`config.mk`:
```
export PLATFORM = sky130hd
export DESIGN_NAME = message_fragmenter_with_part_header_flat
export DESIGN_NICKNAME = d
export VERILOG_FILES = /design/src/rtl/mfph_pkg.sv /design/src/rtl/mfph_in_if.sv /design/src/rtl/mfph_out_if.sv /design/src/rtl/mfph_front.sv /design/src/rtl/mfph_queue.sv /design/src/rtl/mfph_back.sv /design/src/rtl/message_fragmenter_with_part_header.sv /design/src/flat_wrapper.sv
export SDC_FILE = /design/constraint.sdc
export NUM_CORES = 1
export LEC_CHECK = 0
export ABC_AREA = 0
export BUFFER_PORTS_ARGS = -buffer_cell sky130_fd_sc_hd__buf_4
export CAP_MARGIN = 15
export CORE_MARGIN = 4
export CORE_UTILIZATION = 25
export DETAILED_ROUTE_END_ITERATION = 12
export GPL_TIMING_DRIVEN = 1
export SLEW_MARGIN = 20
export SYNTH_ARGS = -nofsm -noshare
export SYNTH_HDL_FRONTEND = slang
export SYNTH_SLANG_ARGS = --single-unit
```
`constraint.sdc`:
```
create_clock -name i_clk -period 6.11 [get_ports i_clk]
set_input_delay 0.9165 -clock i_clk [delete_from_list [all_inputs] [get_ports i_clk]]
set_output_delay 0.9165 -clock i_clk [all_outputs]
set_load 0.01 [all_outputs]
```
`src/rtl/mfph_pkg.sv`:
```
package mfph_pkg;

    localparam int HDR_BYTES = 8;
    localparam int CNT_W = $clog2(HDR_BYTES + 1);
    localparam int Q_DEPTH = 2;
    localparam int Q_PTR_W = $clog2(Q_DEPTH);
    localparam int Q_CNT_W = $clog2(Q_DEPTH + 1);
    localparam logic [15:0] MAX_SLICE_RST = 16'd1024;

    typedef struct packed {
        logic        hdr;
        logic [31:0] id;
        logic [31:0] part;
        logic [7:0]  data;
        logic        slice_last;
        logic        msg_last;
    } t_cmd;

    typedef struct packed {
        logic valid;
        t_cmd cmd;
    } t_push;

    typedef struct packed {
        logic valid;
        t_cmd cmd;
    } t_head;

endpackage

```
`src/rtl/mfph_in_if.sv`:
```
interface mfph_in_if;
    logic        valid;
    logic        ready;
    logic        first_byte;
    logic [31:0] msg_id;
    logic [7:0]  data_byte;
    logic        last_byte;

    modport source (
        output valid, first_byte, msg_id, data_byte, last_byte,
        input  ready
    );
    modport sink (
        input  valid, first_byte, msg_id, data_byte, last_byte,
        output ready
    );
endinterface

```
`src/rtl/mfph_out_if.sv`:
```
interface mfph_out_if;
    logic       valid;
    logic       ready;
    logic [7:0] out_byte;
    logic       is_header;
    logic       slice_last;
    logic       message_last;
    logic       run_last;

    modport source (
        output valid, out_byte, is_header, slice_last, message_last, run_last,
        input  ready
    );
    modport sink (
        input  valid, out_byte, is_header, slice_last, message_last, run_last,
        output ready
    );
endinterface

```
`src/rtl/mfph_front.sv`:
```
module mfph_front (
    input  logic                i_clk,
    input  logic                i_rst_n,
    input  logic                i_cfg_we,
    input  logic [15:0]         i_cfg_wdata,
    mfph_in_if.sink             i_in,
    input  logic                i_q_ready,
    output mfph_pkg::t_push     o_push
);
    import mfph_pkg::*;

    logic [15:0] r_limit;
    logic [15:0] n_limit;
    logic [15:0] r_fill;
    logic [15:0] n_fill;
    logic [31:0] r_part;
    logic [31:0] n_part;
    logic [31:0] r_id;
    logic [31:0] n_id;

    logic        accept;
    logic [15:0] fill_eff;
    logic [31:0] part_eff;
    logic [31:0] id_eff;
    logic [16:0] fill_next;
    logic        open_slice;
    logic        end_slice;

    assign i_in.ready = i_q_ready;
    assign accept     = i_in.valid && i_q_ready;

    // payload limit per slice, header excluded, at least one byte
    always_comb begin
        n_limit = r_limit;
        if (i_cfg_we) begin
            if (i_cfg_wdata > 16'(HDR_BYTES)) begin
                n_limit = i_cfg_wdata - 16'(HDR_BYTES);
            end else begin
                n_limit = 16'd1;
            end
        end
    end

    always_comb begin
        fill_eff   = i_in.first_byte ? 16'd0 : r_fill;
        part_eff   = i_in.first_byte ? 32'd0 : r_part;
        id_eff     = i_in.first_byte ? i_in.msg_id : r_id;
        open_slice = (fill_eff == 16'd0);
        fill_next  = {1'b0, fill_eff} + 17'd1;
        end_slice  = (fill_next >= {1'b0, r_limit}) || i_in.last_byte;

        n_fill = r_fill;
        n_part = r_part;
        n_id   = r_id;
        if (accept) begin
            n_fill = end_slice ? 16'd0 : fill_next[15:0];
            n_part = open_slice ? part_eff + 32'd1 : part_eff;
            n_id   = id_eff;
        end

        o_push.valid           = accept;
        o_push.cmd.hdr         = open_slice;
        o_push.cmd.id          = id_eff;
        o_push.cmd.part        = part_eff;
        o_push.cmd.data        = i_in.data_byte;
        o_push.cmd.slice_last  = end_slice;
        o_push.cmd.msg_last    = i_in.last_byte;
    end

    always_ff @(posedge i_clk) begin
        if (!i_rst_n) begin
            r_limit <= MAX_SLICE_RST - 16'(HDR_BYTES);
            r_fill  <= '0;
            r_part  <= '0;
            r_id    <= '0;
        end else begin
            r_limit <= n_limit;
            r_fill  <= n_fill;
            r_part  <= n_part;
            r_id    <= n_id;
        end
    end

endmodule

```
`src/rtl/mfph_queue.sv`:
```
module mfph_queue (
    input  logic                i_clk,
    input  logic                i_rst_n,
    input  mfph_pkg::t_push     i_push,
    output logic                o_ready,
    output mfph_pkg::t_head     o_head,
    input  logic                i_pop
);
    import mfph_pkg::*;

    t_cmd                r_mem [Q_DEPTH];
    logic [Q_PTR_W-1:0]  r_wr_ptr;
    logic [Q_PTR_W-1:0]  r_rd_ptr;
    logic [Q_CNT_W-1:0]  r_cnt;
    logic                push;
    logic                pop;

    assign o_ready = (r_cnt != Q_CNT_W'(Q_DEPTH));
    assign push    = i_push.valid && o_ready;
    assign pop     = i_pop && (r_cnt != '0);

    assign o_head.valid = (r_cnt != '0);
    assign o_head.cmd   = r_mem[r_rd_ptr];

    always_ff @(posedge i_clk) begin
        if (push) begin
            r_mem[r_wr_ptr] <= i_push.cmd;
        end
    end

    always_ff @(posedge i_clk) begin
        if (!i_rst_n) begin
            r_wr_ptr <= '0;
            r_rd_ptr <= '0;
            r_cnt    <= '0;
        end else begin
            if (push) begin
                r_wr_ptr <= (r_wr_ptr == Q_PTR_W'(Q_DEPTH - 1)) ? '0 : r_wr_ptr + 1'b1;
            end
            if (pop) begin
                r_rd_ptr <= (r_rd_ptr == Q_PTR_W'(Q_DEPTH - 1)) ? '0 : r_rd_ptr + 1'b1;
            end
            case ({push, pop})
                2'b10:   r_cnt <= r_cnt + 1'b1;
                2'b01:   r_cnt <= r_cnt - 1'b1;
                default: r_cnt <= r_cnt;
            endcase
        end
    end

endmodule

```
`src/rtl/mfph_back.sv`:
```
module mfph_back (
    input  logic                i_clk,
    input  logic                i_rst_n,
    input  mfph_pkg::t_head     i_head,
    output logic                o_pop,
    mfph_out_if.source          o_out
);
    import mfph_pkg::*;

    logic [CNT_W-1:0] r_cnt;
    logic [CNT_W-1:0] n_cnt;
    logic             r_valid;
    logic             n_valid;
    logic [7:0]       r_byte;
    logic [7:0]       n_byte;
    logic             r_hdr;
    logic             n_hdr;
    logic             r_slice_last;
    logic             n_slice_last;
    logic             r_msg_last;
    logic             n_msg_last;
    logic             r_run_last;
    logic             n_run_last;

    logic             load;
    logic [4:0]       bsel;
    logic [7:0]       hdr_byte;

    assign load = !r_valid || o_out.ready;
    assign bsel = {r_cnt[1:0], 3'b000};

    // header bytes: id then part number, little-endian
    assign hdr_byte = r_cnt[2] ? i_head.cmd.part[bsel +: 8] : i_head.cmd.id[bsel +: 8];

    always_comb begin
        n_cnt        = r_cnt;
        n_valid      = r_valid;
        n_byte       = r_byte;
        n_hdr        = r_hdr;
        n_slice_last = r_slice_last;
        n_msg_last   = r_msg_last;
        n_run_last   = r_run_last;
        o_pop        = 1'b0;
        if (load) begin
            if (i_head.valid) begin
                n_valid = 1'b1;
                if (i_head.cmd.hdr && (r_cnt != CNT_W'(HDR_BYTES))) begin
                    n_byte       = hdr_byte;
                    n_hdr        = 1'b1;
                    n_slice_last = 1'b0;
                    n_msg_last   = 1'b0;
                    n_run_last   = 1'b0;
                    n_cnt        = r_cnt + 1'b1;
                end else begin
                    n_byte       = i_head.cmd.data;
                    n_hdr        = 1'b0;
                    n_slice_last = i_head.cmd.slice_last;
                    n_msg_last   = i_head.cmd.msg_last;
                    n_run_last   = 1'b1;
                    n_cnt        = '0;
                    o_pop        = 1'b1;
                end
            end else begin
                n_valid = 1'b0;
            end
        end
    end

    always_ff @(posedge i_clk) begin
        if (!i_rst_n) begin
            r_cnt   <= '0;
            r_valid <= 1'b0;
        end else begin
            r_cnt   <= n_cnt;
            r_valid <= n_valid;
        end
    end

    always_ff @(posedge i_clk) begin
        r_byte       <= n_byte;
        r_hdr        <= n_hdr;
        r_slice_last <= n_slice_last;
        r_msg_last   <= n_msg_last;
        r_run_last   <= n_run_last;
    end

    assign o_out.valid        = r_valid;
    assign o_out.out_byte     = r_byte;
    assign o_out.is_header    = r_hdr;
    assign o_out.slice_last   = r_slice_last;
    assign o_out.message_last = r_msg_last;
    assign o_out.run_last     = r_run_last;

endmodule

```
`src/rtl/message_fragmenter_with_part_header.sv`:
```
// message fragmenter: payload bytes in, sliced byte stream with id/part headers out
// i_in: one payload byte per item with first_byte, msg_id and last_byte marks
// o_out: one byte per item; a slice opens with 8 header bytes (id, then part
//   number, little-endian), then up to max(max_slice_bytes - 8, 1) payload bytes
// i_cfg_we / i_cfg_wdata: write max_slice_bytes while the block is idle
// a taken item goes through the command queue into the output byte register
// throughput: one input byte per cycle inside a slice while the queue has room;
//   a byte that opens a slice follows its 8 header bytes through one byte register
// a 2-entry command queue between the front and back ends keeps the input
//   open while header bytes drain, until both entries are in use
// reset: max_slice_bytes returns to 1024, fill, part counter and id clear, the
//   queue and output register empty
// when o_out.ready is low the output byte holds, the queue fills and
//   i_in.ready drops once both entries are in use
module message_fragmenter_with_part_header (
    input  logic        i_clk,
    input  logic        i_rst_n,
    input  logic        i_cfg_we,
    input  logic [15:0] i_cfg_wdata,
    mfph_in_if.sink     i_in,
    mfph_out_if.source  o_out
);
    import mfph_pkg::*;

    t_push q_push;
    t_head q_head;
    logic  q_ready;
    logic  q_pop;

    mfph_front u_front (
        .i_clk       (i_clk),
        .i_rst_n     (i_rst_n),
        .i_cfg_we    (i_cfg_we),
        .i_cfg_wdata (i_cfg_wdata),
        .i_in        (i_in),
        .i_q_ready   (q_ready),
        .o_push      (q_push)
    );

    mfph_queue u_queue (
        .i_clk   (i_clk),
        .i_rst_n (i_rst_n),
        .i_push  (q_push),
        .o_ready (q_ready),
        .o_head  (q_head),
        .i_pop   (q_pop)
    );

    mfph_back u_back (
        .i_clk   (i_clk),
        .i_rst_n (i_rst_n),
        .i_head  (q_head),
        .o_pop   (q_pop),
        .o_out   (o_out)
    );

endmodule

```
`src/flat_wrapper.sv`:
```
// flat-port wrapper written by rule: the top's interface ports become plain ports
module message_fragmenter_with_part_header_flat import mfph_pkg::*;
  (i_clk, i_rst_n, i_cfg_we, i_cfg_wdata, i_in_valid, i_in_first_byte, i_in_msg_id, i_in_data_byte, i_in_last_byte, i_in_ready, o_out_valid, o_out_out_byte, o_out_is_header, o_out_slice_last, o_out_message_last, o_out_run_last, o_out_ready);
  mfph_in_if i_in_i ();
  mfph_out_if o_out_i ();
  input  logic i_clk;
  input  logic i_rst_n;
  input  logic i_cfg_we;
  input  logic [15:0] i_cfg_wdata;
  input wire logic [$bits(i_in_i.valid)-1:0] i_in_valid;
  input wire logic [$bits(i_in_i.first_byte)-1:0] i_in_first_byte;
  input wire logic [$bits(i_in_i.msg_id)-1:0] i_in_msg_id;
  input wire logic [$bits(i_in_i.data_byte)-1:0] i_in_data_byte;
  input wire logic [$bits(i_in_i.last_byte)-1:0] i_in_last_byte;
  output wire logic [$bits(i_in_i.ready)-1:0] i_in_ready;
  output wire logic [$bits(o_out_i.valid)-1:0] o_out_valid;
  output wire logic [$bits(o_out_i.out_byte)-1:0] o_out_out_byte;
  output wire logic [$bits(o_out_i.is_header)-1:0] o_out_is_header;
  output wire logic [$bits(o_out_i.slice_last)-1:0] o_out_slice_last;
  output wire logic [$bits(o_out_i.message_last)-1:0] o_out_message_last;
  output wire logic [$bits(o_out_i.run_last)-1:0] o_out_run_last;
  input wire logic [$bits(o_out_i.ready)-1:0] o_out_ready;
  assign i_in_i.valid = i_in_valid;
  assign i_in_i.first_byte = i_in_first_byte;
  assign i_in_i.msg_id = i_in_msg_id;
  assign i_in_i.data_byte = i_in_data_byte;
  assign i_in_i.last_byte = i_in_last_byte;
  assign i_in_ready = i_in_i.ready;
  assign o_out_valid = o_out_i.valid;
  assign o_out_out_byte = o_out_i.out_byte;
  assign o_out_is_header = o_out_i.is_header;
  assign o_out_slice_last = o_out_i.slice_last;
  assign o_out_message_last = o_out_i.message_last;
  assign o_out_run_last = o_out_i.run_last;
  assign o_out_i.ready = o_out_ready;
  message_fragmenter_with_part_header u_core (.i_clk(i_clk), .i_rst_n(i_rst_n), .i_cfg_we(i_cfg_we), .i_cfg_wdata(i_cfg_wdata), .i_in(i_in_i), .o_out(o_out_i));
endmodule
```
==> flow_metrics.env <==
export IMPL_max_slew_margin=0.272
export IMPL_setup_ws_ns=2.05
export IMPL_synth_edff_count=162
export IMPL_worst_ir_drop_vdd_v=0.000205
export IMPL_rsz0062_at_grt="no"
export IMPL_drtIter0Drc=448
export IMPL_synthTopCellsByCount="162 x edfxtp_1, 133 x nand2_1, 106 x dfxtp_1, 62 x nor2_1, 53 x a21oi_1"
export IMPL_worstHoldPathType="reg -> reg"
export IMPL_powerDensity_nw_per_um2=336
export IMPL_cap_violations=0
export IMPL_synth_top_flop_cell="edfxtp_1"
export IMPL_grt_pass1_vias=7635
export IMPL_ys_types=58
export IMPL_synthToLayoutAreaGrowth_pct=18.2
export IMPL_final_area_um2=14100
export IMPL_drtPass1Iterations=4
export IMPL_yosys_area_top_type="edfxtp_1"
export IMPL_tightest_slew_ns=1.09
export IMPL_drive_gt1_frac=0.211
export IMPL_core_region_area_um2=47000
export IMPL_cp_start_kind="primary input"
export IMPL_r2r_start="u_core.u_front.r_fill[0]"
export IMPL_worstHoldStart="u_core.u_front.r_id[11]"
export IMPL_grt_first_pass_wirelength_mm=43.6
export IMPL_rows=79
export IMPL_max_stage_delay_ns=0.63
export IMPL_synth_area_um2=12000
export IMPL_setup_viol=0
export IMPL_crit_chain="buf_4 > nand2b_1 > inv_1 > ha_1 > nand3_1 > or3_1 > a21oi_1 > ha_1 > a21oi_1 > o21ai_0 > nor4_1 > o2111a_1 > nor4b_1 > a211o_1"
export IMPL_final_min_clock_period_ns=4.06
export IMPL_routedWlPerCell_um=16.6
export IMPL_overflow=0
export IMPL_ys_ff_latch=268
export IMPL_total_power_mw=4.75
export IMPL_crit_required_ns=6.61
export IMPL_ys_warn_count=0
export IMPL_finalHoldViolCount=0
export IMPL_cts_resized=0
export IMPL_die_h_um=227
export IMPL_setup_worst_path_class="in -> reg"
export IMPL_cp_slowest_cell="o2111a_1"
export IMPL_die_x_um=227
export IMPL_antennaDiodeCount=0
export IMPL_clock_latency_ns=0.56
export IMPL_crit_buf_inv=2
export IMPL_clock_fmax_ghz=0.246
export IMPL_via_count=7683
export IMPL_start_util=0.255
export IMPL_syn_avg_cell_area_um2=12.1
export IMPL_synth_mux_area_frac=0.116
export IMPL_period_share=0.665
export IMPL_cts_hold_fix_buffers=0
export IMPL_routabilityCongestion=0.762
export IMPL_place_ws_ns=1.52
export IMPL_clk_pin_slew_ns=0.06
export IMPL_synth_nets=1071
export IMPL_synthSimpleGateAreaFrac=0.149
export IMPL_boundaryPins=77
export IMPL_final_max_slew_violation_count=0
export IMPL_crit_family="simple AND/OR/NAND/NOR gates"
export IMPL_numPortBuffers=76
export IMPL_leakage_nw=4.94
export IMPL_cts_num_sinks=268
export IMPL_cts_tree="done"
export IMPL_drc=0
export IMPL_viasPerCell=4.58
export IMPL_wl_mm=27.9
export IMPL_antenna_found_initial=2
export IMPL_placed_area_um2=13200
export IMPL_yosys_area_share_xor_xnor=0.0381
export IMPL_synth_compound_area_share=0.0601
export IMPL_synth_seq_area_share=0.584
export IMPL_status="completed"
export IMPL_cts_buffers=29
export IMPL_synth_top_area_share=0.407
export IMPL_worstPathArrival_ns=4.56
export IMPL_final_nets=1134
export IMPL_htree_num_levels=1
export IMPL_grt_start_max_net_pins=68
export IMPL_path_max_fanout=27
export IMPL_synthCells=985
export IMPL_fin_cells=1678
export IMPL_setup_tns_ns=0
export IMPL_postSynth_asyncResetShare=0
export IMPL_finClkSkew_ns=0.0120
export IMPL_synthTopCellsByArea="edfxtp_1 41%, dfxtp_1 18%, mux4_2 7.5%, nand2_1 4.2%, mux2_2 3.1%"
export IMPL_synth_most_common_cell="edfxtp_1"
export IMPL_cts_root_buffer="clkbuf_16"
export IMPL_ant_nets=0
export IMPL_crit_start="i_in_first_byte"
export IMPL_dp_cells=1624
export IMPL_cts_setup_buffers=0
export IMPL_endpoint_kind="flip-flop"
export IMPL_hpwl_mm=18.6
export IMPL_synth_top_family_by_area="simple AND/OR/NAND/NOR gates"
export IMPL_clockBufferDepth=3
export IMPL_design_die_area_um2=51400
export IMPL_track_usage=0.107
export IMPL_yosys_area_share_adder=0.0241
## placed cells by master (no fill, tap or decap), drive strengths merged, types with 2 or more instances in the layout
cell	n
nand3	32
a221o	2
a22o	11
or4	5
nor3	17
o211ai	10
mux2i	11
xnor2	21
nor2	62
o32ai	3
clkbuf	40
and2	7
a21oi	53
or2	4
dfxtp	106
and4	2
nand2b	13
o21ai	18
clkinv	6
a21o	3
mux4	40
and3	7
nor2b	31
xor2	31
nand3b	3
inv	36
nor4b	3
ha	23
buf	86
a211oi	2
a31oi	2
and4b	3
edfxtp	162
mux2	33
nand4	14
a211o	2
bufinv	3
or3	5
nand2	133
nor4	14
## sequential cells by signal (all words and copies together), names as in the netlist, 2 cells and up, named ones only
register,count
u_core.u_front.r_id,32
u_core.u_back.r_cnt,4
u_core.u_front.r_fill,16
u_core.u_front.r_part,32
u_core.u_front.r_limit,16
u_core.u_queue.r_mem,150
u_core.u_queue.r_cnt,2
u_core.u_back.o_out.out_byte,8
## tightest hold or removal path, cell delays in order, from the launching register on
cell and delay, ns:
dfxtp_1 0.31, nand2_1 0.05, a21oi_1 0.05
## where the power goes
group	switching (mW)	internal, mW
logic	0.398	0.303
registers	0.0914	2.17
clock network	0.727	1.06
total	1.22	3.53
## per-stage QoR
stage | util | hold slack [ns]
after floorplan | - | 0.434
after global placement | 0.280 | 0.439
after detailed placement | 0.280 | 0.444
after CTS | 0.301 | 0.453
after global routing | 0.301 | 0.471
final | 0.301 | 0.450
## layer usage
layer / track usage / vias up / wire (um)
li1: - / 3710 / -
met1: 0.140 / 3784 / 12400
met3: 0.0179 / 31 / 1400
met4: 0.0263 / 2 / 425
met2: 0.185 / 156 / 13700
met5: 0 / - / 13
## cell type report
cell class              count  area, um2
clock buffers              40        808
fillers                  4652      32800
clock inverters            14        171
repair buffers             86        646
well taps                 607        759
inverters                  32        120
multi-input cells         631       4650
flip-flops and latches    268       6990
## cell families after synthesis
group | after synthesis
xor gates and xnor gates | 52
and+or+nand+nor | 358
AOI/OAI and AO/OA | 114
buffers and inverters | 86
adders and majority gates | 23
DFF | 268
muxes | 84
## worst paths after layout
kind,slack [ns],depth (start not counted),endpoint
worst max register to register,2.34,13,u_core.u_front.r_fill[14]
worst min register to register,0.45,2,u_core.u_front.r_id[11]
worst min-delay path,0.45,2,u_core.u_front.r_id[11]
worst max-delay path,2.05,14,u_core.u_front.r_fill[14]
(Power assumes the default switching activity.)
